File: config.mk
export PLATFORM = sky130hd
export DESIGN_NAME = pldz_out_fifo
export DESIGN_NICKNAME = d
export VERILOG_FILES = /design/src/rtl/pldz_pkg.sv /design/src/rtl/pldz_out_fifo.sv
export SDC_FILE = /design/constraint.sdc
export NUM_CORES = 1
export LEC_CHECK = 0
export ABC_AREA = 1
export BUFFER_PORTS_ARGS = -buffer_cell sky130_fd_sc_hd__buf_2
export CAP_MARGIN = 20
export CORE_UTILIZATION = 38
export DETAILED_ROUTE_END_ITERATION = 10
export GPL_TIMING_DRIVEN = 0
export PLACE_DENSITY = 0.63
export SLEW_MARGIN = 20
export SYNTH_ARGS = -nofsm -noshare
export SYNTH_HDL_FRONTEND = slang
export SYNTH_SLANG_ARGS = --single-unit
export TNS_END_PERCENT = 30
File: constraint.sdc
create_clock -name clk_i -period 3 [get_ports clk_i]
set_input_delay 0.6 -clock clk_i [delete_from_list [all_inputs] [get_ports clk_i]]
set_output_delay 0.6 -clock clk_i [all_outputs]
set_load 0.03 [all_outputs]
File: src/rtl/pldz_pkg.sv
package pldz_pkg;

  localparam int HIST_DEPTH = 2048;
  localparam int HIST_AW    = $clog2(HIST_DEPTH);
  localparam int DIST_W     = 11;
  localparam int REC_W      = 12;
  localparam int LIMIT_W    = 26;
  localparam int OFIFO_DEPTH = 4;
  localparam int OFIFO_AW    = $clog2(OFIFO_DEPTH);
  localparam int OFIFO_CW    = $clog2(OFIFO_DEPTH + 1);

  localparam logic [REC_W-1:0]   REC_MAX     = '1;
  localparam logic [LIMIT_W-1:0] LIMIT_RESET = LIMIT_W'(20971520);

  // Result status codes
  localparam logic [2:0] ST_OK          = 3'd0;
  localparam logic [2:0] ST_LIT_OVERRUN = 3'd1;
  localparam logic [2:0] ST_TRUNC_PAIR  = 3'd2;
  localparam logic [2:0] ST_BAD_DIST    = 3'd3;
  localparam logic [2:0] ST_OUT_LIMIT   = 3'd4;

  // Command byte ranges
  localparam logic [7:0] RUN_MAX    = 8'h08;
  localparam logic [7:0] PLAIN_MAX  = 8'h7F;
  localparam logic [7:0] SPACE_LEAD = 8'hC0;
  localparam logic [7:0] SPACE_CHAR = 8'h20;
  localparam logic [7:0] CASE_FLIP  = 8'h80;
  localparam logic [3:0] COPY_BIAS  = 4'd3;

  typedef struct packed {
    logic [7:0] out_byte;
    logic [2:0] status;
    logic       run_last;
  } res_t;

  typedef struct packed {
    logic valid;
    res_t res;
  } push_t;

  typedef struct packed {
    logic               we;
    logic [HIST_AW-1:0] waddr;
    logic [7:0]         wdata;
    logic [HIST_AW-1:0] raddr;
  } hist_req_t;

endpackage

File: src/rtl/pldz_out_fifo.sv
module pldz_out_fifo (
  input  logic                           clk_i,
  input  logic                           rst_ni,
  input  pldz_pkg::push_t                push_i,
  output logic [pldz_pkg::OFIFO_CW-1:0]  count_o,
  output logic                           m_axis_tvalid_o,
  input  logic                           m_axis_tready_i,
  output logic [7:0]                     m_axis_tdata_o,  // out_byte[7:0]
  output logic [2:0]                     m_axis_tuser_o,  // status[2:0]
  output logic                           m_axis_tlast_o
);
  import pldz_pkg::*;

  res_t                mem_q [OFIFO_DEPTH];
  logic [OFIFO_AW-1:0] wr_ptr_q, wr_ptr_d;
  logic [OFIFO_AW-1:0] rd_ptr_q, rd_ptr_d;
  logic [OFIFO_CW-1:0] count_q, count_d;
  logic                pop;
  res_t                head;

  assign pop  = m_axis_tvalid_o && m_axis_tready_i;
  assign head = mem_q[rd_ptr_q];

  always_comb begin
    wr_ptr_d = wr_ptr_q;
    rd_ptr_d = rd_ptr_q;
    count_d  = count_q;
    if (push_i.valid) begin
      wr_ptr_d = wr_ptr_q + OFIFO_AW'(1);
    end
    if (pop) begin
      rd_ptr_d = rd_ptr_q + OFIFO_AW'(1);
    end
    case ({push_i.valid, pop})
      2'b10:   count_d = count_q + OFIFO_CW'(1);
      2'b01:   count_d = count_q - OFIFO_CW'(1);
      default: count_d = count_q;
    endcase
  end

  always_ff @(posedge clk_i or negedge rst_ni) begin
    if (!rst_ni) begin
      wr_ptr_q <= '0;
      rd_ptr_q <= '0;
      count_q  <= '0;
    end else begin
      wr_ptr_q <= wr_ptr_d;
      rd_ptr_q <= rd_ptr_d;
      count_q  <= count_d;
    end
  end

  always_ff @(posedge clk_i) begin
    if (push_i.valid) begin
      mem_q[wr_ptr_q] <= push_i.res;
    end
  end

  assign count_o         = count_q;
  assign m_axis_tvalid_o = (count_q != '0);
  assign m_axis_tdata_o  = head.out_byte;
  assign m_axis_tuser_o  = head.status;
  assign m_axis_tlast_o  = head.run_last;

endmodule

# Word level (Yosys, flattened, before mapping)
# Memory sizes are Yosys's and may differ from the RTL's.
# Cells that the tools add are included.
# word_totals
ram_bits	48
mem_count	1
register_bits	7
out_inout_bits	16
wordCells	16
# classes
reduce_logical	3
addsub	4
muxes	3
eq_ne	2
# mem_list
memory	words	width	read_ports	rd_ports_with_merged_regs	wr	line_no	source
mem_q	4	12	1	0	1	pldz_out_fifo.sv:14	res_t mem_q [OFIFO_DEPTH];
# ops
cell	count
3-bit one-hot mux with 2 select lines	1
2-bit by 1-bit adder with 2-bit output (second input constant)	2
3-bit by 1-bit adder with 3-bit output (second input constant)	1
3-bit nonzero test	1
3-bit by 1-bit subtractor with 3-bit output (second input constant)	1
2-bit by 1-bit == test with 1-bit output (second input constant)	1
2-bit == test (second input constant)	1
1-bit 2-to-1 mux	2
2-bit nonzero test	1
1-bit logical AND	1

# Longest topological paths before layout
# Gate-level depths: netlist of run 1.
# logic_depth
depth_word	4
depth_mapped	12

# Least setup slack after synthesis of run 1
# No wires, ideal clock.
# synth_path
path_type	register -> register
start	register count_q[1] (netlist: count_o[1])
end	register count_q[2] (netlist: count_o[2])
n_path_buf	0
slack_ps	894
stages_incl_launch_ff	12
arrival_time_ps	1988
path_cell_list	dfrtp_1 inv_1 nand3_1 nand2_1 inv_1 ha_1 inv_1 fa_1 nand2_1 nand3_1 nand2_1 nand2_1
# synth_via
elab_chain_cells	4
word_cells_on_any_way	8
classes_between	2 x add/sub; 2 x eq/ne; 1 x mux; 3 x reduce/logical
# synth_rtl
item	line_no	source
start: declaration	pldz_out_fifo.sv:17	logic [OFIFO_CW-1:0] count_q, count_d;
start signal: assignment	pldz_out_fifo.sv:49	count_q <= count_d;
3-bit nonzero test (*)	pldz_out_fifo.sv:60	assign m_axis_tvalid_o = (count_q != '0);
named net m_axis_tvalid_o	pldz_out_fifo.sv:6	output logic m_axis_tvalid_o,
1-bit logical AND (*)	pldz_out_fifo.sv:21	assign pop = m_axis_tvalid_o && m_axis_tready_i;
named net pop	pldz_out_fifo.sv:18	logic pop;
2-bit by 1-bit == test with 1-bit output / 2-bit == test (equally long branches)	pldz_out_fifo.sv:34	case ({push_i.valid, pop})
3-bit one-hot mux with 2 select lines / 2-bit nonzero test (equally long branches)	-	
# Mark *: on every way through the listed nets, which the timed path passes. The rest lies on a longest branch.
# A chain may end at the register's enable or synchronous reset.

# Final worst setup path of run 1
# layout_path
start	register rd_ptr_q[1]
end	output port m_axis_tdata_o[2]
# layout_via
elab_chain_cells	1
# layout_rtl
item	line_no	source
start: declaration	pldz_out_fifo.sv:16	logic [OFIFO_AW-1:0] rd_ptr_q, rd_ptr_d;
start signal: assignment	pldz_out_fifo.sv:48	rd_ptr_q <= rd_ptr_d;
memory read 4 x 12 bit	-	
end: declaration	pldz_out_fifo.sv:8	output logic [7:0] m_axis_tdata_o,
# Every way passes these cells.

==> results by group, run 1 <==
Run status
  – Status: complete, no violations

GRT
  – Number of global-route vias before repair: 1319
  – First-pass GRT wire length: 6.837 mm
  – Initial antenna violation count: 0
  – Largest net degree at the start of global routing: 18
  – GRT Residual Overflow: 0
  – Total Routing Usage GR: 14.55%

Final layout
  – N_diodes: 0
  – Fill count: 577
  – Design Area, Final: 2744 sq um
  – Share of cells above drive strength 1: 24.79%
  – P&R area growth vs syn: 13.74%
  – Final net count: 255

Critical path
  – CP Max Fanout: 10
  – R2R Setup Slk: 1.25 ns
  – Critical path class: reg2out
  – Crit start category: flop
  – Worst Path Required: 2.40 ns
  – Worst EP arrival: 1.49 ns
  – Crit. End Element: primary output

STA
  – Final setup viols: 0
  – Final hold slack: 0.1089 ns
  – Unrepaired setup endpoints after global routing: no
  – Period utilisation layout: 69.70%
  – Setup TNS: 0 ns
  – Clk_skew: 0.002818 ns
  – Minimum clock period: 2.091 ns
  – Final worst slack: 0.9090 ns
  – Pins Over Slew Limit: 0
  – Worst Tran Pin Value: 0.6071 ns
  – Fmax: 478.2 MHz
  – Final hold violations: 0
  – Max-slew headroom: 59.48%

Drt
  – Iter 0 DRT Violations: 77
  – Wire length per cell: 13.74 microns
  – Vias per inst: 4.502
  – Via count: 1391
  – DRC: 0
  – ANT nets after route: 0
  – Drt pass-1 iters: 4
  – Routed WL: 4.247 mm

Placement
  – GP Congestion: 0.7417
  – DP Wirelength: 2.813 mm
  – DP Area: 2656 sq um
  – PortBufs: 30
  – DP Worst Slack: 1.172 ns

Min path
  – Worst min path class: in2async

Synthesis
  – Syn Nets: 218
  – Complex-gate fraction of the synthesized area: 9.959%
  – Mean Syn Cell Area: 12.31 sq um
  – Sequential cell area fraction in the yosys report: 67.01%
  – Post-synthesis xor/xnor area fraction: 0.7261%
  – Synth cell types: 17
  – Main combinational cell family by area after synthesis: compound AO/OA/AOI/OAI gates
  – Synth Area in Adders: 3.423%
  – FF+latch count, synth: 55
  – Mapped Area: 2412 sq um
  – Area share of and/or/nand/nor cells after synthesis: 9.492%
  – Ys Warns: 0
  – Post-synthesis mux area share: 0%
  – Synth Instances: 196

Power and ir drop
  – Switching power: 1.175 mW
  – VDD IR-drop max: 0.0003477 V
  – Pint: 1.577 mW
  – Share of total power in the clock network: 14.5%
  – Pwr Density: 1003 nW/um^2
  – Gate power share: 45.7%
  – Leak pwr: 1.227 nW
  – Switching share of total power: 42.71%
  – Seq pwr share: 39.8%

Clock network
  – CTS tree: done
  – TritonCTS Buffers: 5
  – CTS clk-pin slew, worst paths: 0.09 ns
  – Sink Count: 55
  – CTS Buffer Depth: 2
  – Hold_buf cts: 0
  – Setup Buffers After CTS: 0
  – Root buf cell: clkbuf_8
  – H-Tree Depth: 2
  – Clock Latency Late Sink: 0.30 ns
  – Post-CTS sizing: 0

Floorplan
  – Ports: 32
  – Die W: 81.68 microns
  – Initial Utilization: 40.03%
  – Height of the die: 81.68 microns
  – Num rows: 28
  – Die area: 6671 sq um
  – Core area: 6026 sq um

Flow run
  – Max Cap Viol: 0
-- area by class of cell --
| type | instances | area [sq um] | area share [%] |
|---|---|---|---|
| Clock inverter | 3 | 18.77 | 0.6840 |
| Buffer | 8 | 76.32 | 2.782 |
| Multi-Input combinational cell | 93 | 569.3 | 20.75 |
| Sequential cell | 55 | 1617 | 58.91 |
| Clock buffer | 5 | 68.82 | 2.508 |
| Tap cell | 75 | 93.84 | 3.420 |
| Inverter | 40 | 150.1 | 5.472 |
| Timing Repair Buffer | 30 | 150.1 | 5.472 |
-- routing by layer --
metal,GRT usage (%),part of all wire [%]
met4,7.193,1.6
met2,22.58,47
met1,19.25,47
met3,3.222,3.6
met5,0,0
-- worst max-delay path, cell delays in order (launching register included) --
cell and delay, ns:
dfrtp_1 0.48, inv_2 0.13, buf_6 0.19, o211ai_2 0.10, nand2_1 0.08, buf_2 0.20
-- placed cells by master (no fill, tap or decap), types with 2 or more instances in the layout --
master | Yosys | layout
inv_2 | 2 | 2
dfrtp_1 | 7 | 7
clkinv_2 | 0 | 2
o211ai_2 | 10 | 10
o211ai_1 | 14 | 14
nand3_1 | 4 | 4
edfxtp_1 | 48 | 48
ha_1 | 5 | 5
nand2_1 | 54 | 54
clkbuf_8 | 0 | 5
buf_4 | 2 | 2
inv_1 | 38 | 38
o21ai_0 | 2 | 2
buf_6 | 5 | 5
buf_2 | 1 | 31
-- power groups by stage --
stage	sequential [mW]	clock (mW)	combinational (mW)
floorplan	1.13	0	0.894
global placement	1.11	0	1.26
detailed placement	1.11	0	1.27
CTS	1.10	0.414	1.28
global route	1.11	0.436	1.39
finish	1.09	0.400	1.26
-- through the flow --
stage / total power [mW] / std cells / utilization [%]
floorplan: 2.028 / 196 / -
global placement: 2.364 / 301 / 44.08
detailed placement: 2.386 / 301 / 44.08
CTS: 2.788 / 309 / 45.54
global route: 2.935 / 309 / 45.54
finish: 2.752 / 309 / 45.54
-- kinds of logic (layout without fill, tap and decap cells) --
group	Yosys count	in the layout
simple gates	59	59
buf+inv	48	86
compound gates	26	26
flops	55	55
fa+ha+maj	6	6
xor+xnor	2	2
-- Yosys cell counts (all sizes together) --
library cell | number | share of area [%]
inv | 40 | 6.2
nand4 | 1 | 0.26
nand3 | 4 | 0.83
fa | 1 | 0.83
o21ai | 2 | 0.41
xnor2 | 1 | 0.36
xor2 | 1 | 0.36
dfrtp | 7 | 7.3
edfxtp | 48 | 60
buf | 8 | 3.2
ha | 5 | 2.6
o211ai | 24 | 9.5
nand2 | 54 | 8.4
-- sequential cells by signal, indices dropped and copies added (netlist names) --
name and flops:
mem_q 48, count_o 3, rd_ptr_q 2, wr_ptr_q 2
-- final timing paths --
| check | startpoint | end | depth (start not counted) |
|---|---|---|---|
| worst max-delay path | rd_ptr_q[1] | m_axis_tdata_o[2] | 5 |
| worst min register to register | count_o[0] | count_o[0] | 1 |
| max in group asynchronous | rst_ni | wr_ptr_q[1] | 1 |
| worst min-delay path | rst_ni | count_o[0] | 1 |
| min in group clk_i | count_o[0] | count_o[0] | 1 |
| worst max register to register | count_o[0] | count_o[1] | 8 |
Note: power is estimated with default switching activity, not from simulation.
==> inputs of run 2 (changes only) <==
PLACE_DENSITY = 0.66   (was 0.63)
clock period = 1.7 ns   (was 3 ns; I/O delays follow)
==> run 2 against run 1 <==
Net effect:
- the run now ends with setup timing left
- setup slack worse by 0.95 ns
- clock skew increased by 0.0052 ns
- register-to-register slack worse by 1.2 ns
- core utilization is 3.5 points higher
- cell area rose by 7.8%
- die area unchanged
- clock power is 120% higher
- critical endpoint is now m_axis_tlast_o
- highest routed layer unchanged
==> results by group, run 2 (synthesis gave the netlist of run 1 again) <==
Critical path
  – Crit start category: flop
  – Crit. End Element: primary output
  – Worst R2R End: count_o[1]
  – Worst EP arrival: 1.40 ns (-0.09 ns)
  – CP Max Fanout: 7 (-3)
  – Max incr delay on CP: 0.42 ns (-0.06 ns)
  – Worst Path Required: 1.36 ns (-1.04 ns)
  – Crit path capture: m_axis_tlast_o
  – R2r startpoint: count_o[0]
  – CP max stage cell: dfrtp_1
  – Critical path class: reg2out
  – Critical path origin: rd_ptr_q[0]
  – R2R cell count: 8 (unchanged)
  – Critical path cell sequence: inv_4, buf_6, nand2_1, o211ai_1, nand2_1, buf_6
  – R2R Setup Slk: 0.09 ns (-1.16 ns)

STA
  – Unrepaired setup endpoints after global routing: yes
  – Worst Tran Pin Value: 0.5883 ns (-0.01875 ns)
  – Final hold slack: 0.2396 ns (+0.1307 ns)
  – Final worst slack: -0.04439 ns (-0.9534 ns)
  – Final setup viols: 10 (+10)
  – Fmax: 573.3 MHz
  – Minimum clock period: 1.744 ns
  – Max-slew headroom: 60.73% (+1.3 points)
  – Pins Over Slew Limit: 0 (unchanged)
  – Clk_skew: 0.008015 ns (+0.005197 ns)
  – Period utilisation layout: 102.6%
  – Final hold violations: 0 (unchanged)

Placement
  – DP Wirelength: 2.985 mm (+6.1%)
  – PortBufs: 30 (unchanged)
  – Placed Cells: 301 (unchanged)
  – DP Area: 2690 sq um (+1.3%)
  – GP Congestion: 0.7088 (-4.4%)

GRT
  – Initial antenna violation count: 0 (unchanged)
  – Largest net degree at the start of global routing: 20 (+2)
  – First-pass GRT wire length: 7.265 mm (+6.3%)
  – GRT Residual Overflow: 0 (unchanged)
  – Total Routing Usage GR: 15.43% (+0.88 points)
  – Number of global-route vias before repair: 1489 (+13%)

Flow run
  – Max Cap Viol: 0 (unchanged)

Drt
  – Iter 0 DRT Violations: 80 (+3.9%)
  – Routed WL: 4.656 mm (+9.6%)
  – DRC: 0 (unchanged)
  – Vias per inst: 4.786 (+6.3%)
  – Drt pass-1 iters: 4 (unchanged)
  – Wire length per cell: 14.88 microns (+8.2%)
  – ANT nets after route: 0 (unchanged)
  – Via count: 1498 (+7.7%)

Final layout
  – Multi-input gate area: 608.1 sq um (+6.8%)
  – Max reg flops: 48 (unchanged)
  – Design Area, Final: 2957 sq um (+7.8%)
  – Fill count: 545 (-5.5%)
  – Register area: 1622 sq um (+0.31%)
  – Commonest non-fill, non-tap cells in the layout: 51 x nand2_1, 48 x edfxtp_1, 33 x inv_1
  – Finished Layout Cells: 313 (+1.3%)
  – Final net count: 259 (+1.6%)
  – Share of cells above drive strength 1: 32.35% (+7.6 points)
  – Post-layout util: 49.07% (+3.5 points)
  – Largest reg by FF count: mem_q
  – P&R area growth vs syn: 22.56%
  – N_diodes: 0 (unchanged)
  – Most common cell after layout, fill and taps aside: nand2_1

Power and ir drop
  – Pwr Density: 1887 nW/um^2 (+88%)
  – Leak pwr: 1.290 nW (+5.1%)
  – VDD IR-drop max: 0.0008979 V (+160%)
  – Total power: 5.580 mW (+100%)

Clock network
  – CTS tree: done
  – CTS clk-pin slew, worst paths: 0.10 ns (about the same)
  – H-Tree Depth: 2 (unchanged)
  – TritonCTS Buffers: 5 (unchanged)
  – Clock Latency Late Sink: 0.31 ns (about the same)
  – CTS Buffer Depth: 2 (unchanged)
  – Root buf cell: clkbuf_8
  – Sink Count: 55 (unchanged)

Floorplan
  – Ports: 32 (unchanged)
  – Initial Utilization: 40.03% (unchanged)
  – Die area: 6671 sq um (unchanged)
  – Die W: 81.68 microns (unchanged)
  – Core area: 6026 sq um (unchanged)
  – Height of the die: 81.68 microns (unchanged)
  – Num rows: 28 (unchanged)

Min path
  – Worst min path class: in2reg
  – Worst hold start: push_i[2]

Run status
  – Failing checks: setup timing
  – Status: finished, violations left
==> run 2: worst max-delay path, delay by kind of cell, from the launching register on <==
| kind | cells | cell delay (ns) |
|---|---|---|
| compound gates | 1 | 0.09 |
| flops | 1 | 0.42 |
| simple gates | 2 | 0.16 |
| buf+inv | 3 | 0.43 |
==> run 2: where the power goes <==
part	internal [mW]	total (mW)	switching, mW	leakage (nW)
clock network	0.453	0.891	0.438	0.0611
logic	1.07	2.74	1.67	0.708
registers	1.80	1.95	0.143	0.521
total	3.33	5.58	2.25	1.29
==> run 2: how the worst min path moves through the flow <==
stage,endpoint,depth (start not counted),slack [ns]
2_1_floorplan,count_o[0],0,0.04
5_1_grt,mem_q[2][5],1,0.23
4_1_cts,mem_q[3][5],1,0.23
3_5_place_dp,rd_ptr_q[0],1,0.19
6_report,mem_q[2][2],1,0.24
3_3_place_gp,rd_ptr_q[0],1,0.18
==> run 2: layout make-up <==
class,count,share of cell area [%]
Clock buffer,5,2.328
Clock inverter,3,1.862
Timing Repair Buffer,34,8.802
Inverter,40,5.163
Sequential cell,55,54.85
Buffer,8,3.259
Multi-Input combinational cell,93,20.57
Tap cell,75,3.174
==> run 2: repair_timing <==
action | 4_1_cts | 5_1_grt
hold buffers | 1 | 0
gates cloned | 1 | 1
endpoints found under the hold margin | 7 | 0
resized for setup | 28 | 4
setup endpoints to repair | 12 | 13
pin swaps | 1 | 1
setup buffers | 1 | 0
==> run 2: per-stage QoR <==
| stage | worst slack (ns) | TNS (ns) |
|---|---|---|
| final | -0.04439 | -0.1800 |
| after global routing | -0.1261 | -1.186 |
| after CTS | -0.04283 | -0.1960 |
| after detailed placement | 0.09621 | 0 |
| after global placement | 0.1302 | 0 |
| after floorplan | -0.001103 | -0.001103 |
==> run 2: layer usage <==
layer  track usage (%)  wire length (microns)  share of wire, %  vias up
met4             6.140                     61               1.3        0
met5                 0                      0                 0        -
met2             26.67                   2388                51       34
met1             18.84                   2041                44      724
met3             3.111                    165               3.5        6
li1                  -                      -                 -      734
