### config.mk
export PLATFORM = sky130hd
export DESIGN_NAME = pldz_decoder
export DESIGN_NICKNAME = d
export VERILOG_FILES = /design/src/rtl/pldz_pkg.sv /design/src/rtl/pldz_decoder.sv
export SDC_FILE = /design/constraint.sdc
export NUM_CORES = 1
export LEC_CHECK = 0
export ABC_AREA = 1
export BUFFER_PORTS_ARGS = -buffer_cell sky130_fd_sc_hd__buf_4
export CAP_MARGIN = 20
export CORE_MARGIN = 2
export CORE_UTILIZATION = 60
export CTS_CLUSTER_SIZE = 14
export DETAILED_ROUTE_END_ITERATION = 6
export PLACE_DENSITY = 0.87
export SYNTH_ARGS = -nofsm -noshare
export SYNTH_HDL_FRONTEND = slang
export SYNTH_SLANG_ARGS = --single-unit
### constraint.sdc
create_clock -name clk_i -period 3.7 [get_ports clk_i]
set_input_delay 0.74 -clock clk_i [delete_from_list [all_inputs] [get_ports clk_i]]
set_output_delay 0.74 -clock clk_i [all_outputs]
set_load 0.02 [all_outputs]
### src/rtl/pldz_pkg.sv
package pldz_pkg;

  localparam int HIST_DEPTH = 2048;
  localparam int HIST_AW    = $clog2(HIST_DEPTH);
  localparam int DIST_W     = 11;
  localparam int REC_W      = 12;
  localparam int LIMIT_W    = 26;
  localparam int OFIFO_DEPTH = 4;
  localparam int OFIFO_AW    = $clog2(OFIFO_DEPTH);
  localparam int OFIFO_CW    = $clog2(OFIFO_DEPTH + 1);

  localparam logic [REC_W-1:0]   REC_MAX     = '1;
  localparam logic [LIMIT_W-1:0] LIMIT_RESET = LIMIT_W'(20971520);

  // Result status codes
  localparam logic [2:0] ST_OK          = 3'd0;
  localparam logic [2:0] ST_LIT_OVERRUN = 3'd1;
  localparam logic [2:0] ST_TRUNC_PAIR  = 3'd2;
  localparam logic [2:0] ST_BAD_DIST    = 3'd3;
  localparam logic [2:0] ST_OUT_LIMIT   = 3'd4;

  // Command byte ranges
  localparam logic [7:0] RUN_MAX    = 8'h08;
  localparam logic [7:0] PLAIN_MAX  = 8'h7F;
  localparam logic [7:0] SPACE_LEAD = 8'hC0;
  localparam logic [7:0] SPACE_CHAR = 8'h20;
  localparam logic [7:0] CASE_FLIP  = 8'h80;
  localparam logic [3:0] COPY_BIAS  = 4'd3;

  typedef struct packed {
    logic [7:0] out_byte;
    logic [2:0] status;
    logic       run_last;
  } res_t;

  typedef struct packed {
    logic valid;
    res_t res;
  } push_t;

  typedef struct packed {
    logic               we;
    logic [HIST_AW-1:0] waddr;
    logic [7:0]         wdata;
    logic [HIST_AW-1:0] raddr;
  } hist_req_t;

endpackage

### src/rtl/pldz_decoder.sv
module pldz_decoder (
  input  logic                              clk_i,
  input  logic                              rst_ni,
  input  logic                              cfg_wr_en_i,
  input  logic [pldz_pkg::LIMIT_W-1:0]      cfg_wr_data_i,
  input  logic                              in_valid_i,
  output logic                              in_ready_o,
  input  logic [7:0]                        in_byte_i,
  input  logic                              record_last_i,
  input  logic [pldz_pkg::OFIFO_CW-1:0]     fifo_count_i,
  output pldz_pkg::push_t                   push_o,
  output pldz_pkg::hist_req_t               hist_req_o,
  input  logic [7:0]                        hist_rdata_i
);
  import pldz_pkg::*;

  localparam logic [1:0] S_IDLE   = 2'd0;
  localparam logic [1:0] S_COPY   = 2'd1;
  localparam logic [1:0] S_SPACE2 = 2'd2;
  localparam logic [1:0] S_ERR1   = 2'd3;

  logic [1:0]         state_q, state_d;
  logic [HIST_AW-1:0] wp_q, wp_d;
  logic [REC_W-1:0]   rec_q, rec_d;
  logic [LIMIT_W-1:0] total_q, total_d;
  logic [LIMIT_W-1:0] limit_q;
  logic [3:0]         lit_q, lit_d;
  logic               pend_q, pend_d;
  logic [7:0]         phigh_q, phigh_d;
  logic [2:0]         err_q, err_d;
  logic [3:0]         cnt_q, cnt_d;
  logic [HIST_AW-1:0] src_q, src_d;
  logic               last_q, last_d;
  logic [7:0]         sbyte_q, sbyte_d;
  logic               s2_vld_q, s2_vld_d;
  logic               s2_err_q, s2_err_d;
  logic               s2_last_q, s2_last_d;
  logic [HIST_AW-1:0] s2_waddr_q, s2_waddr_d;

  logic               lim_hit;
  logic               room;
  logic               accept;
  logic [REC_W-1:0]   rec_inc;
  logic [DIST_W-1:0]  pair_dist;
  logic [3:0]         lit_new;
  logic [OFIFO_CW:0]  fill_ahead;

  assign lim_hit    = (total_q >= limit_q);
  assign rec_inc    = (rec_q == REC_MAX) ? rec_q : rec_q + REC_W'(1);
  assign room       = (fifo_count_i < OFIFO_CW'(OFIFO_DEPTH));
  assign fill_ahead = {1'b0, fifo_count_i} + {{OFIFO_CW{1'b0}}, s2_vld_q};
  assign in_ready_o = (state_q == S_IDLE) && room && !s2_vld_q;
  assign accept     = in_valid_i && in_ready_o;
  assign pair_dist  = {phigh_q[5:0], in_byte_i[7:3]};
  assign lit_new    = lit_q - 4'd1;

  always_comb begin
    state_d    = state_q;
    wp_d       = wp_q;
    rec_d      = rec_q;
    total_d    = total_q;
    lit_d      = lit_q;
    pend_d     = pend_q;
    phigh_d    = phigh_q;
    err_d      = err_q;
    cnt_d      = cnt_q;
    src_d      = src_q;
    last_d     = last_q;
    sbyte_d    = sbyte_q;
    s2_vld_d   = 1'b0;
    s2_err_d   = s2_err_q;
    s2_last_d  = s2_last_q;
    s2_waddr_d = s2_waddr_q;
    push_o     = '0;
    hist_req_o = '0;
    hist_req_o.waddr = wp_q;
    hist_req_o.raddr = src_q;

    // Copy stage two: write the fetched byte back and emit it, or emit the output-limit error
    if (s2_vld_q) begin
      push_o.valid = 1'b1;
      if (s2_err_q) begin
        push_o.res = '{out_byte: 8'h00, status: ST_OUT_LIMIT, run_last: 1'b1};
      end else begin
        hist_req_o.we    = 1'b1;
        hist_req_o.waddr = s2_waddr_q;
        hist_req_o.wdata = hist_rdata_i;
        push_o.res = '{out_byte: hist_rdata_i, status: ST_OK, run_last: s2_last_q};
      end
    end

    case (state_q)
      S_IDLE: begin
        if (accept) begin
          last_d = record_last_i;
          if (err_q != ST_OK) begin
            push_o.valid = 1'b1;
            push_o.res   = '{out_byte: 8'h00, status: err_q, run_last: 1'b1};
          end else if (pend_q) begin
            pend_d = 1'b0;
            if ((pair_dist == '0) || ({1'b0, pair_dist} > rec_q)) begin
              err_d        = ST_BAD_DIST;
              push_o.valid = 1'b1;
              push_o.res   = '{out_byte: 8'h00, status: ST_BAD_DIST, run_last: 1'b1};
            end else begin
              cnt_d   = {1'b0, in_byte_i[2:0]} + COPY_BIAS;
              src_d   = wp_q - HIST_AW'(pair_dist);
              state_d = S_COPY;
            end
          end else if (lit_q != '0) begin
            lit_d        = lit_new;
            push_o.valid = 1'b1;
            if (lim_hit) begin
              err_d      = ST_OUT_LIMIT;
              push_o.res = '{out_byte: 8'h00, status: ST_OUT_LIMIT, run_last: 1'b1};
            end else begin
              hist_req_o.we    = 1'b1;
              hist_req_o.wdata = in_byte_i;
              wp_d    = wp_q + HIST_AW'(1);
              rec_d   = rec_inc;
              total_d = total_q + LIMIT_W'(1);
              push_o.res = '{out_byte: in_byte_i, status: ST_OK,
                             run_last: !(record_last_i && (lit_new != '0))};
              // Record closes with literals still owed
              if (record_last_i && (lit_new != '0)) begin
                err_d   = ST_LIT_OVERRUN;
                state_d = S_ERR1;
              end
            end
          end else if ((in_byte_i != 8'h00) && (in_byte_i <= RUN_MAX)) begin
            lit_d = in_byte_i[3:0];
            if (record_last_i) begin
              err_d        = ST_LIT_OVERRUN;
              push_o.valid = 1'b1;
              push_o.res   = '{out_byte: 8'h00, status: ST_LIT_OVERRUN, run_last: 1'b1};
            end
          end else if ((in_byte_i <= PLAIN_MAX) || (in_byte_i >= SPACE_LEAD)) begin
            push_o.valid = 1'b1;
            if (lim_hit) begin
              err_d      = ST_OUT_LIMIT;
              push_o.res = '{out_byte: 8'h00, status: ST_OUT_LIMIT, run_last: 1'b1};
            end else begin
              hist_req_o.we = 1'b1;
              wp_d    = wp_q + HIST_AW'(1);
              rec_d   = rec_inc;
              total_d = total_q + LIMIT_W'(1);
              if (in_byte_i <= PLAIN_MAX) begin
                hist_req_o.wdata = in_byte_i;
                push_o.res = '{out_byte: in_byte_i, status: ST_OK, run_last: 1'b1};
              end else begin
                hist_req_o.wdata = SPACE_CHAR;
                push_o.res = '{out_byte: SPACE_CHAR, status: ST_OK, run_last: 1'b0};
                sbyte_d = in_byte_i ^ CASE_FLIP;
                state_d = S_SPACE2;
              end
            end
          end else begin
            phigh_d = in_byte_i;
            pend_d  = 1'b1;
            if (record_last_i) begin
              err_d        = ST_TRUNC_PAIR;
              push_o.valid = 1'b1;
              push_o.res   = '{out_byte: 8'h00, status: ST_TRUNC_PAIR, run_last: 1'b1};
            end
          end
          if ((state_d == S_IDLE) && record_last_i && (err_d == ST_OK)) begin
            rec_d  = '0;
            lit_d  = '0;
            pend_d = 1'b0;
          end
        end
      end

      S_SPACE2: begin
        if (room) begin
          push_o.valid = 1'b1;
          state_d      = S_IDLE;
          if (lim_hit) begin
            err_d      = ST_OUT_LIMIT;
            push_o.res = '{out_byte: 8'h00, status: ST_OUT_LIMIT, run_last: 1'b1};
          end else begin
            hist_req_o.we    = 1'b1;
            hist_req_o.wdata = sbyte_q;
            wp_d    = wp_q + HIST_AW'(1);
            rec_d   = rec_inc;
            total_d = total_q + LIMIT_W'(1);
            push_o.res = '{out_byte: sbyte_q, status: ST_OK, run_last: 1'b1};
          end
          if (last_q && (err_d == ST_OK)) begin
            rec_d  = '0;
            lit_d  = '0;
            pend_d = 1'b0;
          end
        end
      end

      S_ERR1: begin
        if (room) begin
          push_o.valid = 1'b1;
          push_o.res   = '{out_byte: 8'h00, status: ST_LIT_OVERRUN, run_last: 1'b1};
          state_d      = S_IDLE;
        end
      end

      S_COPY: begin
        // Issue one history read per cycle while the result queue has room
        if (fill_ahead < (OFIFO_CW + 1)'(OFIFO_DEPTH)) begin
          s2_vld_d = 1'b1;
          if (lim_hit) begin
            err_d    = ST_OUT_LIMIT;
            s2_err_d = 1'b1;
            state_d  = S_IDLE;
          end else begin
            s2_err_d   = 1'b0;
            s2_waddr_d = wp_q;
            s2_last_d  = (cnt_q == 4'd1);
            wp_d    = wp_q + HIST_AW'(1);
            rec_d   = rec_inc;
            total_d = total_q + LIMIT_W'(1);
            src_d   = src_q + HIST_AW'(1);
            cnt_d   = cnt_q - 4'd1;
            if (cnt_q == 4'd1) begin
              state_d = S_IDLE;
            end
          end
          if ((state_d == S_IDLE) && last_q && (err_d == ST_OK)) begin
            rec_d  = '0;
            lit_d  = '0;
            pend_d = 1'b0;
          end
        end
      end

      default: begin
        state_d = S_IDLE;
      end
    endcase
  end

  always_ff @(posedge clk_i or negedge rst_ni) begin
    if (!rst_ni) begin
      state_q  <= S_IDLE;
      wp_q     <= '0;
      rec_q    <= '0;
      total_q  <= '0;
      limit_q  <= LIMIT_RESET;
      lit_q    <= '0;
      pend_q   <= 1'b0;
      phigh_q  <= '0;
      err_q    <= ST_OK;
      cnt_q    <= '0;
      last_q   <= 1'b0;
      s2_vld_q <= 1'b0;
    end else begin
      state_q  <= state_d;
      wp_q     <= wp_d;
      rec_q    <= rec_d;
      total_q  <= total_d;
      lit_q    <= lit_d;
      pend_q   <= pend_d;
      phigh_q  <= phigh_d;
      err_q    <= err_d;
      cnt_q    <= cnt_d;
      last_q   <= last_d;
      s2_vld_q <= s2_vld_d;
      if (cfg_wr_en_i) begin
        limit_q <= cfg_wr_data_i;
      end
    end
  end

  always_ff @(posedge clk_i) begin
    src_q      <= src_d;
    sbyte_q    <= sbyte_d;
    s2_err_q   <= s2_err_d;
    s2_last_q  <= s2_last_d;
    s2_waddr_q <= s2_waddr_d;
  end

endmodule

# --- Yosys cells after proc, flatten, opt, wreduce, memory -nomap -nowiden ---
# Index checks and enable logic that the tools add are counted.
totals:
  word_cells: 260
  output_inout_bits: 45
  regBits: 129
  in_bits: 50
op_classes:
  n_eq_ne: 23
  n_bitwise: 8
  reduce_logical: 40
  add_sub_neg: 9
  n_lt_le_gt_ge: 7
  n_mux: 156
ops:
  columns: ["cell", "n"]
  rows:
  - ["$mux 26", 9]
  - ["$mux 12", 18]
  - ["$mux 11", 15]
  - ["$mux 13", 12]
  - ["$mux 8", 11]
  - ["$pmux 26 s3", 1]
  - ["$mux 4", 16]
  - ["$mux 3", 20]
  - ["$mux 20", 2]
  - ["$pmux 13 s3", 1]
  - ["$mux 2", 19]
  - ["$pmux 12 s3", 1]
  - ["$pmux 11 s3", 1]
  - ["$add 26x1->26 const B", 1]
  - ["$ge 26x26->1", 1]
  - ["$add 11x1->11 const B", 2]
  - ["$mux 1", 22]
  - ["$pmux 11 s2", 1]
  - ["$reduce_and 7->1", 3]
  - ["$ne 2x2->1 const B", 10]
  - ["$reduce_and 9->1", 2]
  - ["$pmux 8 s2", 1]
  - ["$reduce_and 8->1", 2]
  - ["$add 12x1->12 const B", 1]
  - ["41 further kinds", 71]

# --- Longest topological paths before layout ---
# Gate-level depths: netlist of run 1.
depth:
  depth_word: 16
  ltp_mapped: 22
  ltp_nobuf: 21

# --- Least setup slack after synthesis of run 1 ---
# Ideal clock, no wire load.
synth_path:
  kind: "register -> output"
  start: "register limit_q[24]"
  end: "output port push_o[8] (netlist name)"
  required_ns: 2.960
  path_slack_ns: 0.099
  path_buffers: 1
  stages_incl_launch_ff: 17
  arrival_ns: 2.861
  path_cell_list: "dfstp_2 -> inv_1 -> ha_1 -> nand2_1 -> inv_1 -> nand2_1 -> nand2_1 -> a21oi_1 -> nand2_1 -> nor2_1 -> nand2_2 -> clkbuf_1 -> a21oi_1 -> nand3_1 -> a21oi_1 -> a311oi_1 -> o21ai_0"
synth_rtl:
  columns: ["item", "line_no", "text"]
  rows:
  - ["start: declaration", "pldz_decoder.sv:26", "logic [LIMIT_W-1:0] limit_q;"]
  - ["start signal: assignment", "pldz_decoder.sv:267", "limit_q <= cfg_wr_data_i;"]
  - ["end: declaration", "pldz_decoder.sv:11", "output pldz_pkg::push_t push_o,"]

==> impl_metrics.xml, run 1 <==
<?xml version="1.0" encoding="UTF-8"?>
<metrics>
  <group name="global_route">
    <metric name="antenna_violations_before_repair" unit="">0</metric>
    <metric name="grt_max_degree" unit="">63</metric>
    <metric name="gr_util_met1" unit="">0.392</metric>
    <metric name="grt.met3_usage" unit="">0.0569</metric>
    <metric name="gr-max-usage-layer" unit="">met2</metric>
    <metric name="via_count_of_the_first_global_routing_pass" unit="">8379</metric>
    <metric name="grt_overflow" unit="">0</metric>
    <metric name="global_route_usage_over_all_layers" unit="">0.310</metric>
    <metric name="grt_pass1_wl" unit="µm">39800</metric>
    <metric name="globalRouteMet2Util" unit="">0.522</metric>
  </group>
  <group name="yosys">
    <metric name="netlist_area" unit="µm²">8910</metric>
    <metric name="synth_sequential_area_ratio" unit="">0.381</metric>
    <metric name="register_bit_total_from_synthesis" unit="">129</metric>
    <metric name="avgSynthCellArea" unit="µm²">7.52</metric>
    <metric name="post_synth_num_cell_types" unit="">56</metric>
    <metric name="ys_async_sr_fraction" unit="">0.752</metric>
    <metric name="number_of_enable_type_register_cells_in_the_synthesized_netlist" unit="">32</metric>
    <metric name="synth_fp_nets" unit="">1296</metric>
    <metric name="synth-warning-count" unit="">0</metric>
    <metric name="dominantRegCellSynth" unit="">dfrtp_1</metric>
    <metric name="synthesis.instances" unit="">1184</metric>
  </group>
  <group name="floorplan">
    <metric name="boundaryPins" unit="">95</metric>
    <metric name="start_util" unit="">0.613</metric>
    <metric name="rows" unit="">44</metric>
    <metric name="die-width" unit="µm">126</metric>
    <metric name="core-area" unit="µm²">14500</metric>
    <metric name="dieArea" unit="µm²">15800</metric>
    <metric name="die-height" unit="µm">126</metric>
  </group>
  <group name="power_and_ir_drop">
    <metric name="power_leakage" unit="nW">5.57</metric>
    <metric name="clock_power_share" unit="">0.303</metric>
    <metric name="seqPwrFrac" unit="">0.341</metric>
    <metric name="power" unit="mW">5.41</metric>
    <metric name="power.switching_fraction" unit="">0.375</metric>
    <metric name="power.density" unit="nW/µm²">493</metric>
    <metric name="vdd_ir_drop_max" unit="mV">0.360</metric>
    <metric name="combPwrFrac" unit="">0.356</metric>
    <metric name="cellInternalPower" unit="mW">3.38</metric>
    <metric name="p_switching" unit="mW">2.03</metric>
  </group>
  <group name="critical_path">
    <metric name="crit_required" unit="ns">2.96</metric>
    <metric name="critPathLaunchType" unit="">flop</metric>
    <metric name="r2r-start" unit="">limit_q[24]</metric>
    <metric name="cp_cell_sequence" unit="">inv_2 -&gt; ha_4 -&gt; nand2_4 -&gt; inv_1 -&gt; nand2_1 -&gt; nand2_1 -&gt; a21oi_2 -&gt; nand2_2 -&gt; nor2_4 -&gt; nand2_4 -&gt; buf_4 -&gt; buf_12 -&gt; nand2_2 -&gt; nand2_1 -&gt; nand2_1 -&gt; a31oi_1 -&gt; o21ai_1 -&gt; o2111ai_1 -&gt; nand2_1 -&gt; buf_6</metric>
    <metric name="path_class" unit="">flop to output port</metric>
    <metric name="worst-r2r-setup-slack" unit="ns">0.25</metric>
    <metric name="critical-path-slowest-cell" unit="">dfstp_2</metric>
    <metric name="setup_crit_end_kind" unit="">output port</metric>
    <metric name="cp_slowest_stage_delay" unit="ns">0.52</metric>
    <metric name="crit_buf_inv" unit="">5</metric>
    <metric name="critical_path.top_delay_family" unit="">simple AND/OR/NAND/NOR gates</metric>
    <metric name="worst-endpoint-arrival" unit="ns">3.11</metric>
    <metric name="timing.reg2reg.worst_path_depth" unit="">22</metric>
    <metric name="total_number_of_cells_along_the_worst_setup_path" unit="">20</metric>
    <metric name="crit-reg2reg-capture" unit="">lit_q[0]</metric>
    <metric name="crit_path_frequent_cell" unit="">nand2_1</metric>
    <metric name="crit_path_max_fanout" unit="">6</metric>
  </group>
  <group name="timing">
    <metric name="finalSetupTns" unit="ns">-0.834</metric>
    <metric name="timing.final.crit_share" unit="">1.04</metric>
    <metric name="worst_slew_margin_rel" unit="">0.461</metric>
    <metric name="setup-violations-final" unit="">13</metric>
    <metric name="finalHoldWorstSlack" unit="ns">0.382</metric>
    <metric name="timing.final.hold_violations" unit="">0</metric>
    <metric name="final_period_minus_worst_setup_slack" unit="ns">3.85</metric>
    <metric name="timing.clock.skew" unit="ns">0.0111</metric>
    <metric name="max_clock_freq" unit="MHz">260</metric>
    <metric name="final.setup.worst_slack" unit="ns">-0.150</metric>
    <metric name="number_of_slew_limit_violations_in_the_final_report" unit="">0</metric>
    <metric name="worstMarginPinSlew" unit="ns">0.809</metric>
    <metric name="rsz_0062_raised_after_global_routing" unit="">yes</metric>
  </group>
  <group name="finish">
    <metric name="fillers" unit="">1039</metric>
    <metric name="layout_common_cells" unit="">nand2_1 (284), inv_1 (176), buf_4 (138), dfrtp_1 (89), o21ai_0 (88)</metric>
    <metric name="fraction_of_layout_instances_using_a_drive_strength_above_1" unit="">0.198</metric>
    <metric name="final_util" unit="">0.755</metric>
    <metric name="multi_input_comb_area" unit="µm²">4990</metric>
    <metric name="finalNonFillerCells" unit="">1514</metric>
    <metric name="finish.instance_area" unit="µm²">11000</metric>
    <metric name="layout_net_count" unit="">1429</metric>
    <metric name="final_common_cell" unit="">nand2_1</metric>
    <metric name="register_area" unit="µm²">3400</metric>
    <metric name="n_antenna_cell" unit="">0</metric>
    <metric name="area_growth" unit="%">23.2</metric>
  </group>
  <group name="placed_design">
    <metric name="place.port_buffers" unit="">94</metric>
    <metric name="placedCellCount" unit="">1458</metric>
    <metric name="placement.setup.worst_slack" unit="ns">0.171</metric>
    <metric name="placed_area" unit="µm²">9920</metric>
    <metric name="dp.final_hpwl" unit="µm">17200</metric>
    <metric name="routabilityCongestion" unit="">0.976</metric>
  </group>
  <group name="route">
    <metric name="length_of_the_first_detailed_routing_pass_in_iterations" unit="">7</metric>
    <metric name="detail_route.drc_violations" unit="">0</metric>
    <metric name="drt_wirelength" unit="µm">25600</metric>
    <metric name="post_drt_via_cell_ratio" unit="">5.83</metric>
    <metric name="drt.antenna.violating_nets" unit="">0</metric>
    <metric name="total_number_of_vias" unit="">8824</metric>
    <metric name="post_drt_wl_per_cell" unit="µm">16.9</metric>
    <metric name="drt_first_iter_violations" unit="">848</metric>
  </group>
  <group name="clock_tree">
    <metric name="clk_transition_reported_paths" unit="ns">0.06</metric>
    <metric name="cts.sink_count" unit="">129</metric>
    <metric name="clock_tree.root_cell" unit="">clkbuf_16</metric>
    <metric name="buffer_levels_on_the_longest_clock_path" unit="">2</metric>
    <metric name="cts.hold.buffers_added" unit="">0</metric>
    <metric name="cts_htree_levels" unit="">4</metric>
    <metric name="cts_made_buffers" unit="">17</metric>
    <metric name="clock_latency_on_the_worst_skew_pair" unit="ns">0.44</metric>
    <metric name="tritoncts" unit="">yes</metric>
  </group>
  <group name="min_path">
    <metric name="hp-class" unit="">input pin to async pin</metric>
  </group>
  <group name="run">
    <metric name="max-cap-violations" unit="">0</metric>
  </group>
  <group name="status">
    <metric name="outcome" unit="">complete, but fails checks</metric>
    <metric name="violations_in_the_final_reports" unit="">negative setup slack</metric>
  </group>
</metrics>
## kinds of logic after synthesis
logic type / Yosys count / share of synthesized area
AO/OA/AOI/OAI: 205 / 0.129
XOR/XNOR: 47 / 0.0462
adder cells (fa/ha/maj): 62 / 0.0879
buffers and inverters: 214 / 0.0909
flip-flops: 129 / 0.381
multiplexers: 3 / 0.00351
AND/OR/NAND/NOR: 524 / 0.261
## cell usage after synthesis, types with 2 or more instances
master	number	area (µm²)
a211oi_1	5	37.5
a21o_1	2	15.0
a21oi_1	53	265
a22oi_1	5	37.5
a31oi_1	6	37.5
a32oi_1	2	17.5
buf_1	2	7.51
buf_2	2	10.0
clkbuf_1	24	90.1
dfrtp_1	95	2380
dfstp_2	2	52.6
edfxtp_1	32	961
ha_1	61	763
inv_1	182	683
inv_2	2	7.51
mux2i_1	2	20.0
nand2_1	297	1110
nand2_2	4	25.0
nand2_4	4	45.0
nand3_1	65	325
nand4_1	15	93.8
nor2_1	88	330
nor2_2	2	12.5
nor2_4	7	78.8
nor3_1	23	115
nor3_2	3	30.0
nor3_4	2	32.5
nor4_1	5	31.3
o211ai_1	6	45.0
o21ai_0	102	510
o21bai_1	2	15.0
o22ai_1	8	50.1
o311ai_0	2	17.5
o31ai_1	2	15.0
o32ai_1	2	17.5
o41ai_1	2	17.5
or2_2	2	12.5
xnor2_1	12	105
xor2_1	35	307
## power groups by stage
stage	logic, mW	clock network, mW	registers, mW
5_1_grt	2.12	1.71	1.87
6_report	1.92	1.64	1.85
2_1_floorplan	1.21	0	1.79
3_5_place_dp	1.70	0	1.85
4_1_cts	1.76	1.63	1.83
3_3_place_gp	1.66	0	1.85
## worst max path at each step
stage	slack, ns	start	end
floorplan	0.1	limit_q[24]	push_o[8]
global placement	0.21	limit_q[24]	push_o[11]
finish	-0.15	limit_q[24]	push_o[9]
CTS	-0.03	limit_q[22]	push_o[8]
detailed placement	0.17	limit_q[24]	push_o[6]
global route	-0.28	limit_q[24]	push_o[6]
## state kept, by name, indices dropped and copies added, names as in the netlist, 2 cells and up
| name | cells |
|---|---|
| sbyte_q | 8 |
| state_q | 2 |
| phigh_q | 6 |
| rec_q | 12 |
| limit_q | 26 |
| s2_waddr_q | 11 |
| wp_q | 11 |
| cnt_q | 4 |
| err_q | 3 |
| lit_q | 4 |
| total_q | 26 |
| src_q | 11 |
## routing by layer
layer	up-vias	share of wire
met4	0	0.048
met3	113	0.085
met5	-	0
met2	519	0.48
li1	4146	-
met1	4046	0.39
## worst register-to-register path, cell delays in order (launching register included)
cell and delay [ns]:
dfstp_2 0.52, inv_2 0.05, ha_4 0.24, nand2_4 0.07
inv_1 0.05, nand2_1 0.10, nand2_1 0.09, a21oi_2 0.13
nand2_2 0.08, nor2_4 0.17, nand2_4 0.11, buf_4 0.16
buf_12 0.12, buf_4 0.16, nor4_1 0.25, nand3_1 0.12
a21oi_1 0.30, inv_1 0.08, nor2_1 0.09, buf_4 0.14
nand3_1 0.17, nand2_1 0.11, nand2_1 0.06
## what timing repair did
action / in CTS / in global routing
setup endpoints to repair: 18 / 21
cloned: 1 / 0
buffers inserted: 2 / 21
pin swaps: 4 / 31
resized for setup: 16 / 76
endpoints found under the hold margin: 0 / 0
## layout make-up
cell class / count / area share
inverters: 185 / 0.0639
flip-flops and latches: 129 / 0.310
repair inverters: 1 / 0.000684
clock buffers: 23 / 0.0408
clock inverters: 9 / 0.00981
multi-input cells: 841 / 0.455
repair buffers: 142 / 0.0994
well taps: 184 / 0.0210
(Power assumes the default switching activity.)
==> run 2, diff against run 1 <==
--- a/config.mk
+++ b/config.mk
@@ -13,6 +13,7 @@
 export CTS_CLUSTER_SIZE = 14
 export DETAILED_ROUTE_END_ITERATION = 6
 export PLACE_DENSITY = 0.87
+export RECOVER_POWER = 100
 export SYNTH_ARGS = -nofsm -noshare
 export SYNTH_HDL_FRONTEND = slang
 export SYNTH_SLANG_ARGS = --single-unit
==> impl_metrics.xml, run 2 (synthesis results as in run 1) <==
<?xml version="1.0" encoding="UTF-8"?>
<metrics>
  <group name="status">
    <metric name="outcome" unit="">complete, but fails checks</metric>
    <metric name="violations_in_the_final_reports" unit="">design-rule violations, max-capacitance violations, max-slew violations, negative setup slack</metric>
  </group>
  <group name="clock_tree">
    <metric name="clock_latency_on_the_worst_skew_pair" unit="ns">0.44</metric>
    <metric name="cts_htree_levels" unit="">4</metric>
    <metric name="cts.hold.buffers_added" unit="">0</metric>
    <metric name="cts.sink_count" unit="">129</metric>
    <metric name="tritoncts" unit="">yes</metric>
    <metric name="buffer_levels_on_the_longest_clock_path" unit="">2</metric>
    <metric name="clock_tree.root_cell" unit="">clkbuf_16</metric>
    <metric name="cts_made_buffers" unit="">17</metric>
    <metric name="clk_transition_reported_paths" unit="ns">0.05</metric>
  </group>
  <group name="floorplan">
    <metric name="die-height" unit="µm">126</metric>
    <metric name="boundaryPins" unit="">95</metric>
    <metric name="core-area" unit="µm²">14500</metric>
    <metric name="rows" unit="">44</metric>
    <metric name="start_util" unit="">0.613</metric>
    <metric name="dieArea" unit="µm²">15800</metric>
    <metric name="die-width" unit="µm">126</metric>
  </group>
  <group name="min_path">
    <metric name="hp-class" unit="">flop to flop</metric>
  </group>
  <group name="timing">
    <metric name="final.setup.worst_slack" unit="ns">-0.151</metric>
    <metric name="timing.final.hold_violations" unit="">0</metric>
    <metric name="worst_slew_margin_rel" unit="">-0.0599</metric>
    <metric name="max_clock_freq" unit="MHz">260</metric>
    <metric name="timing.final.crit_share" unit="">1.04</metric>
    <metric name="number_of_slew_limit_violations_in_the_final_report" unit="">115</metric>
    <metric name="final_period_minus_worst_setup_slack" unit="ns">3.85</metric>
    <metric name="finalSetupTns" unit="ns">-1.07</metric>
    <metric name="rsz_0062_raised_after_global_routing" unit="">yes</metric>
    <metric name="timing.clock.skew" unit="ns">0.00919</metric>
    <metric name="finalHoldWorstSlack" unit="ns">0.481</metric>
    <metric name="worstMarginPinSlew" unit="ns">1.59</metric>
    <metric name="setup-violations-final" unit="">14</metric>
  </group>
  <group name="route">
    <metric name="length_of_the_first_detailed_routing_pass_in_iterations" unit="">7</metric>
    <metric name="post_drt_via_cell_ratio" unit="">5.77</metric>
    <metric name="total_number_of_vias" unit="">8733</metric>
    <metric name="drt.antenna.violating_nets" unit="">0</metric>
    <metric name="drt_first_iter_violations" unit="">814</metric>
    <metric name="post_drt_wl_per_cell" unit="µm">16.9</metric>
    <metric name="detail_route.drc_violations" unit="">1</metric>
    <metric name="drt_wirelength" unit="µm">25500</metric>
  </group>
  <group name="critical_path">
    <metric name="crit_path_frequent_cell" unit="">nand2_1</metric>
    <metric name="path_class" unit="">flop to output port</metric>
    <metric name="critPathLaunchType" unit="">flop</metric>
    <metric name="setup_crit_end_kind" unit="">output port</metric>
    <metric name="crit_required" unit="ns">2.96</metric>
    <metric name="cp_cell_sequence" unit="">inv_2 -&gt; ha_4 -&gt; nand2_4 -&gt; inv_1 -&gt; nand2_1 -&gt; nand2_1 -&gt; a21oi_2 -&gt; nand2_2 -&gt; nor2_4 -&gt; nand2_4 -&gt; buf_4 -&gt; buf_12 -&gt; nand2_2 -&gt; nand2_1 -&gt; nand2_1 -&gt; a31oi_1 -&gt; o21ai_1 -&gt; o2111ai_1 -&gt; nand2_1 -&gt; buf_6</metric>
    <metric name="crit_buf_inv" unit="">5</metric>
    <metric name="worst-endpoint-arrival" unit="ns">3.11</metric>
    <metric name="critical_path.top_delay_family" unit="">simple AND/OR/NAND/NOR gates</metric>
    <metric name="crit_path_max_fanout" unit="">6</metric>
    <metric name="cp_slowest_stage_delay" unit="ns">0.52</metric>
    <metric name="critical-path-slowest-cell" unit="">dfstp_2</metric>
  </group>
  <group name="finish">
    <metric name="final_util" unit="">0.749</metric>
    <metric name="area_growth" unit="%">22.2</metric>
    <metric name="final_common_cell" unit="">nand2_1</metric>
    <metric name="layout_common_cells" unit="">nand2_1 (284), inv_1 (176), buf_4 (116), dfrtp_1 (89), o21ai_0 (88)</metric>
    <metric name="multi_input_comb_area" unit="µm²">4990</metric>
    <metric name="fraction_of_layout_instances_using_a_drive_strength_above_1" unit="">0.182</metric>
    <metric name="layout_top_registers" unit="">limit_q (26), total_q (26), rec_q (12)</metric>
    <metric name="fillers" unit="">1059</metric>
    <metric name="n_antenna_cell" unit="">0</metric>
    <metric name="layout_net_count" unit="">1429</metric>
    <metric name="register_area" unit="µm²">3400</metric>
  </group>
  <group name="run">
    <metric name="max-cap-violations" unit="">2</metric>
  </group>
  <group name="placed_design">
    <metric name="dp.final_hpwl" unit="µm">17200</metric>
    <metric name="place.port_buffers" unit="">94</metric>
    <metric name="routabilityCongestion" unit="">0.976</metric>
    <metric name="placement.setup.worst_slack" unit="ns">0.171</metric>
  </group>
  <group name="power_and_ir_drop">
    <metric name="power_leakage" unit="nW">5.49</metric>
    <metric name="vdd_ir_drop_max" unit="mV">0.357</metric>
    <metric name="power.density" unit="nW/µm²">496</metric>
  </group>
  <group name="global_route">
    <metric name="grt_pass1_wl" unit="µm">39800</metric>
    <metric name="grt.met3_usage" unit="">0.0569</metric>
    <metric name="globalRouteMet2Util" unit="">0.522</metric>
    <metric name="antenna_violations_before_repair" unit="">0</metric>
    <metric name="global_route_usage_over_all_layers" unit="">0.310</metric>
    <metric name="gr-max-usage-layer" unit="">met2</metric>
    <metric name="grt_overflow" unit="">0</metric>
    <metric name="via_count_of_the_first_global_routing_pass" unit="">8379</metric>
    <metric name="gr_util_met1" unit="">0.392</metric>
    <metric name="grt_max_degree" unit="">63</metric>
  </group>
</metrics>
run 2: changes by cell type in the layout (fill, tap and decap cells not counted):
cell | previous run | this run
clkbuf_1 | 6 | 27
clkbuf_2 | 0 | 1
buf_4 | 138 | 116
run 2: repair_timing:
item,in CTS,in global routing
pin swaps,4,31
hold endpoints to repair,0,0
endpoints found under the setup margin,18,21
cloned,1,0
buffers inserted,2,21
gates resized for setup,16,76
run 2: report_power, final:
| group | internal (mW) | switching [mW] |
|---|---|---|
| clock | 0.991 | 0.649 |
| combinational | 0.723 | 1.19 |
| sequential | 1.66 | 0.185 |
| total | 3.38 | 2.03 |
run 2: worst reg2reg max path, delay by kind of cell, from the launching register on:
family                     cells  cell delay, ns
adders and majority gates      1            0.24
AOI/OAI and AO/OA              2            0.39
buffers and inverters          7            0.76
and+or+nand+nor               12            1.40
DFF                            1            0.52
run 2: cell type report:
| cell class | count | share of cell area |
|---|---|---|
| Tap cell | 184 | 0.0211 |
| Timing Repair inverter | 1 | 0.000690 |
| Inverter | 185 | 0.0644 |
| Clock buffer | 23 | 0.0411 |
| Sequential cell | 129 | 0.312 |
| Clock inverter | 9 | 0.00988 |
| Timing Repair Buffer | 142 | 0.0926 |
| Multi-Input combinational cell | 841 | 0.458 |
run 2: worst paths after layout:
path                       cells after the start    endpoint   startpoint  slack [ns]
hold reg to reg                                2    lit_q[1]     lit_q[1]        0.48
setup / recovery                              20   push_o[9]  limit_q[24]       -0.15
setup reg to reg                              22    lit_q[3]  limit_q[24]        0.30
hold / removal                                 2    lit_q[1]     lit_q[1]        0.48
min in group asynchronous                      1    wp_q[10]       rst_ni        0.68
max in group asynchronous                      2  total_q[9]       rst_ni        1.27
run 2: layer usage:
layer	up-vias	share of wire	routed length, µm
met3	116	0.082	2090
met4	0	0.051	1290
met2	477	0.48	12200
met5	-	0	0
met1	3995	0.39	9970
li1	4145	-	-
run 2: through the flow:
stage	cell area (µm²)	power (mW)	instances
detailed placement	9920	3.55	1458
finish	10900	5.40	1514
global placement	9920	3.51	1458
global route	10900	5.69	1514
CTS	10600	5.23	1493
floorplan	8910	3.01	1184
==> run 3, diff against run 2 <==
--- a/config.mk
+++ b/config.mk
@@ -5,14 +5,14 @@
 export SDC_FILE = /design/constraint.sdc
 export NUM_CORES = 1
 export LEC_CHECK = 0
-export ABC_AREA = 1
 export BUFFER_PORTS_ARGS = -buffer_cell sky130_fd_sc_hd__buf_4
 export CAP_MARGIN = 20
 export CORE_MARGIN = 2
 export CORE_UTILIZATION = 60
 export CTS_CLUSTER_SIZE = 14
 export DETAILED_ROUTE_END_ITERATION = 6
-export PLACE_DENSITY = 0.87
+export HOLD_SLACK_MARGIN = 0.02
+export PLACE_DENSITY = 0.88
 export RECOVER_POWER = 100
 export SYNTH_ARGS = -nofsm -noshare
 export SYNTH_HDL_FRONTEND = slang
==> constraint.sdc (replaced) <==
create_clock -name clk_i -period 3.8 [get_ports clk_i]
set_input_delay 0.76 -clock clk_i [delete_from_list [all_inputs] [get_ports clk_i]]
set_output_delay 0.76 -clock clk_i [all_outputs]
set_load 0.02 [all_outputs]
==> impl_metrics.xml, run 3 <==
<?xml version="1.0" encoding="UTF-8"?>
<metrics>
  <group name="placed_design">
    <metric name="place.port_buffers" unit="">94</metric>
    <metric name="routabilityCongestion" unit="">0.985</metric>
    <metric name="placed_area" unit="µm²">9380</metric>
    <metric name="placement.setup.worst_slack" unit="ns">-0.0199</metric>
    <metric name="dp.final_hpwl" unit="µm">15200</metric>
  </group>
  <group name="yosys">
    <metric name="ys_async_sr_fraction" unit="">0.752</metric>
    <metric name="synth_largest_area_cell" unit="">dfrtp_1</metric>
    <metric name="avgSynthCellArea" unit="µm²">8.94</metric>
    <metric name="post_synth_num_cell_types" unit="">74</metric>
    <metric name="synthesis.instances" unit="">928</metric>
    <metric name="synth_top_cell_area_share" unit="">0.287</metric>
    <metric name="register_bit_total_from_synthesis" unit="">129</metric>
    <metric name="synth-warning-count" unit="">0</metric>
    <metric name="synth_top_cells_by_area" unit="">dfrtp_1 (29%), edfxtp_1 (12%), ha_1 (9.2%)</metric>
    <metric name="synth_fp_nets" unit="">1040</metric>
    <metric name="netlist_area" unit="µm²">8300</metric>
    <metric name="synth_sequential_area_ratio" unit="">0.409</metric>
    <metric name="yosysMostFrequentCell" unit="">nand2_1</metric>
    <metric name="top_cells_by_instance_count_after_synthesis" unit="">nand2_1 (111), dfrtp_1 (95), o21ai_0 (91), inv_1 (75), nor2_1 (67)</metric>
    <metric name="number_of_enable_type_register_cells_in_the_synthesized_netlist" unit="">32</metric>
    <metric name="dominantRegCellSynth" unit="">dfrtp_1</metric>
  </group>
  <group name="clock_tree">
    <metric name="clock_latency_on_the_worst_skew_pair" unit="ns">0.43</metric>
    <metric name="cts_made_buffers" unit="">17</metric>
    <metric name="clk_transition_reported_paths" unit="ns">0.06</metric>
    <metric name="cts.sink_count" unit="">129</metric>
    <metric name="clock_tree.root_cell" unit="">clkbuf_16</metric>
    <metric name="cts_htree_levels" unit="">4</metric>
    <metric name="tritoncts" unit="">yes</metric>
    <metric name="buffer_levels_on_the_longest_clock_path" unit="">2</metric>
    <metric name="cts.hold.buffers_added" unit="">0</metric>
  </group>
  <group name="finish">
    <metric name="layout_net_count" unit="">1175</metric>
    <metric name="final_util" unit="">0.777</metric>
    <metric name="layout_common_cells" unit="">buf_4 (112), nand2_1 (110), dfrtp_1 (93), o21ai_0 (76), inv_1 (71)</metric>
    <metric name="final_common_cell" unit="">buf_4</metric>
    <metric name="fillers" unit="">830</metric>
    <metric name="multi_input_comb_area" unit="µm²">4830</metric>
    <metric name="fraction_of_layout_instances_using_a_drive_strength_above_1" unit="">0.219</metric>
    <metric name="register_area" unit="µm²">3390</metric>
    <metric name="n_antenna_cell" unit="">0</metric>
    <metric name="layout_top_registers" unit="">limit_q (26), total_q (26), rec_q (12)</metric>
    <metric name="area_growth" unit="%">25.0</metric>
    <metric name="finish.instance_area" unit="µm²">10400</metric>
  </group>
  <group name="critical_path">
    <metric name="crit_required" unit="ns">3.04</metric>
    <metric name="worst-endpoint-arrival" unit="ns">3.50</metric>
    <metric name="setup_crit_end_kind" unit="">output port</metric>
    <metric name="timing.reg2reg.worst_path_depth" unit="">14</metric>
    <metric name="crit_path_max_fanout" unit="">6</metric>
    <metric name="critPathLaunchType" unit="">flop</metric>
    <metric name="crit-reg2reg-capture" unit="">lit_q[0]</metric>
    <metric name="worst-r2r-setup-slack" unit="ns">0.13</metric>
    <metric name="path_class" unit="">flop to output port</metric>
    <metric name="r2r-start" unit="">limit_q[22]</metric>
  </group>
  <group name="power_and_ir_drop">
    <metric name="power.switching_fraction" unit="">0.332</metric>
    <metric name="power_leakage" unit="nW">4.60</metric>
    <metric name="combPwrFrac" unit="">0.289</metric>
    <metric name="power.density" unit="nW/µm²">453</metric>
    <metric name="seqPwrFrac" unit="">0.382</metric>
    <metric name="cellInternalPower" unit="mW">3.13</metric>
    <metric name="power" unit="mW">4.70</metric>
    <metric name="vdd_ir_drop_max" unit="mV">0.292</metric>
    <metric name="p_switching" unit="mW">1.56</metric>
    <metric name="clock_power_share" unit="">0.330</metric>
  </group>
  <group name="timing">
    <metric name="number_of_slew_limit_violations_in_the_final_report" unit="">102</metric>
    <metric name="timing.final.hold_violations" unit="">0</metric>
    <metric name="timing.final.crit_share" unit="">1.12</metric>
    <metric name="worst_slew_margin_rel" unit="">-0.633</metric>
    <metric name="max_clock_freq" unit="MHz">235</metric>
    <metric name="timing.clock.skew" unit="ns">0.00625</metric>
    <metric name="setup-violations-final" unit="">20</metric>
    <metric name="final_period_minus_worst_setup_slack" unit="ns">4.26</metric>
    <metric name="finalSetupTns" unit="ns">-6.00</metric>
    <metric name="rsz_0062_raised_after_global_routing" unit="">yes</metric>
    <metric name="worstMarginPinSlew" unit="ns">2.45</metric>
    <metric name="final.setup.worst_slack" unit="ns">-0.459</metric>
  </group>
  <group name="route">
    <metric name="drt_first_iter_violations" unit="">959</metric>
    <metric name="detail_route.drc_violations" unit="">0</metric>
    <metric name="drt_wirelength" unit="µm">23800</metric>
    <metric name="length_of_the_first_detailed_routing_pass_in_iterations" unit="">6</metric>
    <metric name="post_drt_wl_per_cell" unit="µm">19.0</metric>
    <metric name="post_drt_via_cell_ratio" unit="">6.39</metric>
    <metric name="drt.antenna.violating_nets" unit="">0</metric>
    <metric name="total_number_of_vias" unit="">7996</metric>
  </group>
  <group name="global_route">
    <metric name="grt_max_degree" unit="">52</metric>
    <metric name="grt_overflow" unit="">0</metric>
    <metric name="grt_pass1_wl" unit="µm">37200</metric>
    <metric name="antenna_violations_before_repair" unit="">0</metric>
    <metric name="via_count_of_the_first_global_routing_pass" unit="">7570</metric>
    <metric name="global_route_usage_over_all_layers" unit="">0.324</metric>
  </group>
  <group name="min_path">
    <metric name="holdPathStages" unit="">1</metric>
    <metric name="hp-class" unit="">flop to flop</metric>
    <metric name="hold-path-endpoint" unit="">total_q[25]</metric>
    <metric name="holdCritStartpoint" unit="">total_q[25]</metric>
  </group>
  <group name="floorplan">
    <metric name="dieArea" unit="µm²">14800</metric>
    <metric name="core-area" unit="µm²">13300</metric>
    <metric name="rows" unit="">42</metric>
    <metric name="die-height" unit="µm">122</metric>
    <metric name="start_util" unit="">0.622</metric>
    <metric name="die-width" unit="µm">122</metric>
    <metric name="boundaryPins" unit="">95</metric>
  </group>
  <group name="status">
    <metric name="violations_in_the_final_reports" unit="">max-capacitance violations, max-slew violations, negative setup slack</metric>
    <metric name="outcome" unit="">complete, but fails checks</metric>
  </group>
  <group name="run">
    <metric name="max-cap-violations" unit="">2</metric>
  </group>
</metrics>
-- run 3: final cells by class --
cell class              instances  area share
multi-input cells             693       0.466
repair buffers                147       0.105
clock inverters                10     0.00796
well taps                     176      0.0212
inverters                      75      0.0271
clock buffers                  21      0.0455
flip-flops and latches        129       0.327
-- run 3: kinds of logic after synthesis --
family	after synthesis	share of synthesized area
muxes	17	0.0225
and+or+nand+nor	322	0.184
DFF	129	0.409
xor gates and xnor gates	50	0.0528
AOI/OAI and AO/OA	242	0.189
adders and majority gates	62	0.0944
buffers and inverters	106	0.0487
-- run 3: worst max path at each step --
| stage | startpoint | to | slack [ns] | cells past startpoint |
|---|---|---|---|---|
| after floorplan | limit_q[22] | push_o[8] | 0.005 | 13 |
| after global placement | limit_q[22] | hist_req_o[13] | 0.04 | 13 |
| after detailed placement | limit_q[22] | hist_req_o[13] | -0.02 | 13 |
| after CTS | limit_q[22] | push_o[4] | -0.28 | 16 |
| after global routing | limit_q[22] | push_o[8] | -0.51 | 14 |
| final | limit_q[22] | push_o[8] | -0.46 | 14 |
-- run 3: repair_timing --
item / in CTS / in global routing
endpoints found under the hold margin: 0 / 0
gates cloned: 2 / 0
pin swaps: 31 / 31
gates resized for setup: 52 / 42
endpoints found under the setup margin: 19 / 25
buffers inserted: 12 / 12
-- run 3: per-stage QoR --
| step | hold WS, ns | std cells |
|---|---|---|
| final | 0.491 | 1251 |
| after CTS | 0.363 | 1244 |
| after global routing | 0.512 | 1251 |
| after floorplan | 0.446 | 928 |
| after detailed placement | 0.479 | 1199 |
| after global placement | 0.468 | 1199 |
-- run 3: worst max-delay path, stage by stage, from the launching register on --
cell	delay, ns
dfstp_2	0.52
inv_2	0.05
ha_4	0.14
a21o_1	0.15
a21o_1	0.19
a2111o_1	0.39
a221o_1	0.33
nor2_4	0.24
buf_12	0.14
buf_8	0.11
nand3_1	0.12
o21ai_1	0.21
a22oi_2	0.09
o22ai_1	0.21
buf_4	0.17
-- run 3: power groups by stage --
stage / registers (mW) / logic [mW] / clock network, mW
after floorplan: 1.74 / 0.852 / 0
after global placement: 1.79 / 1.15 / 0
after detailed placement: 1.80 / 1.20 / 0
after CTS: 1.78 / 1.26 / 1.55
after global routing: 1.81 / 1.49 / 1.61
final: 1.79 / 1.35 / 1.55
-- run 3: metal layers --
layer  GRT usage  vias to the layer above  wire (µm)
li1            -                     3613          -
met1       0.399                     3749       9320
met2       0.528                      508      11200
met3      0.0772                      126       2080
met4       0.175                        0       1220
met5           0                        -          0
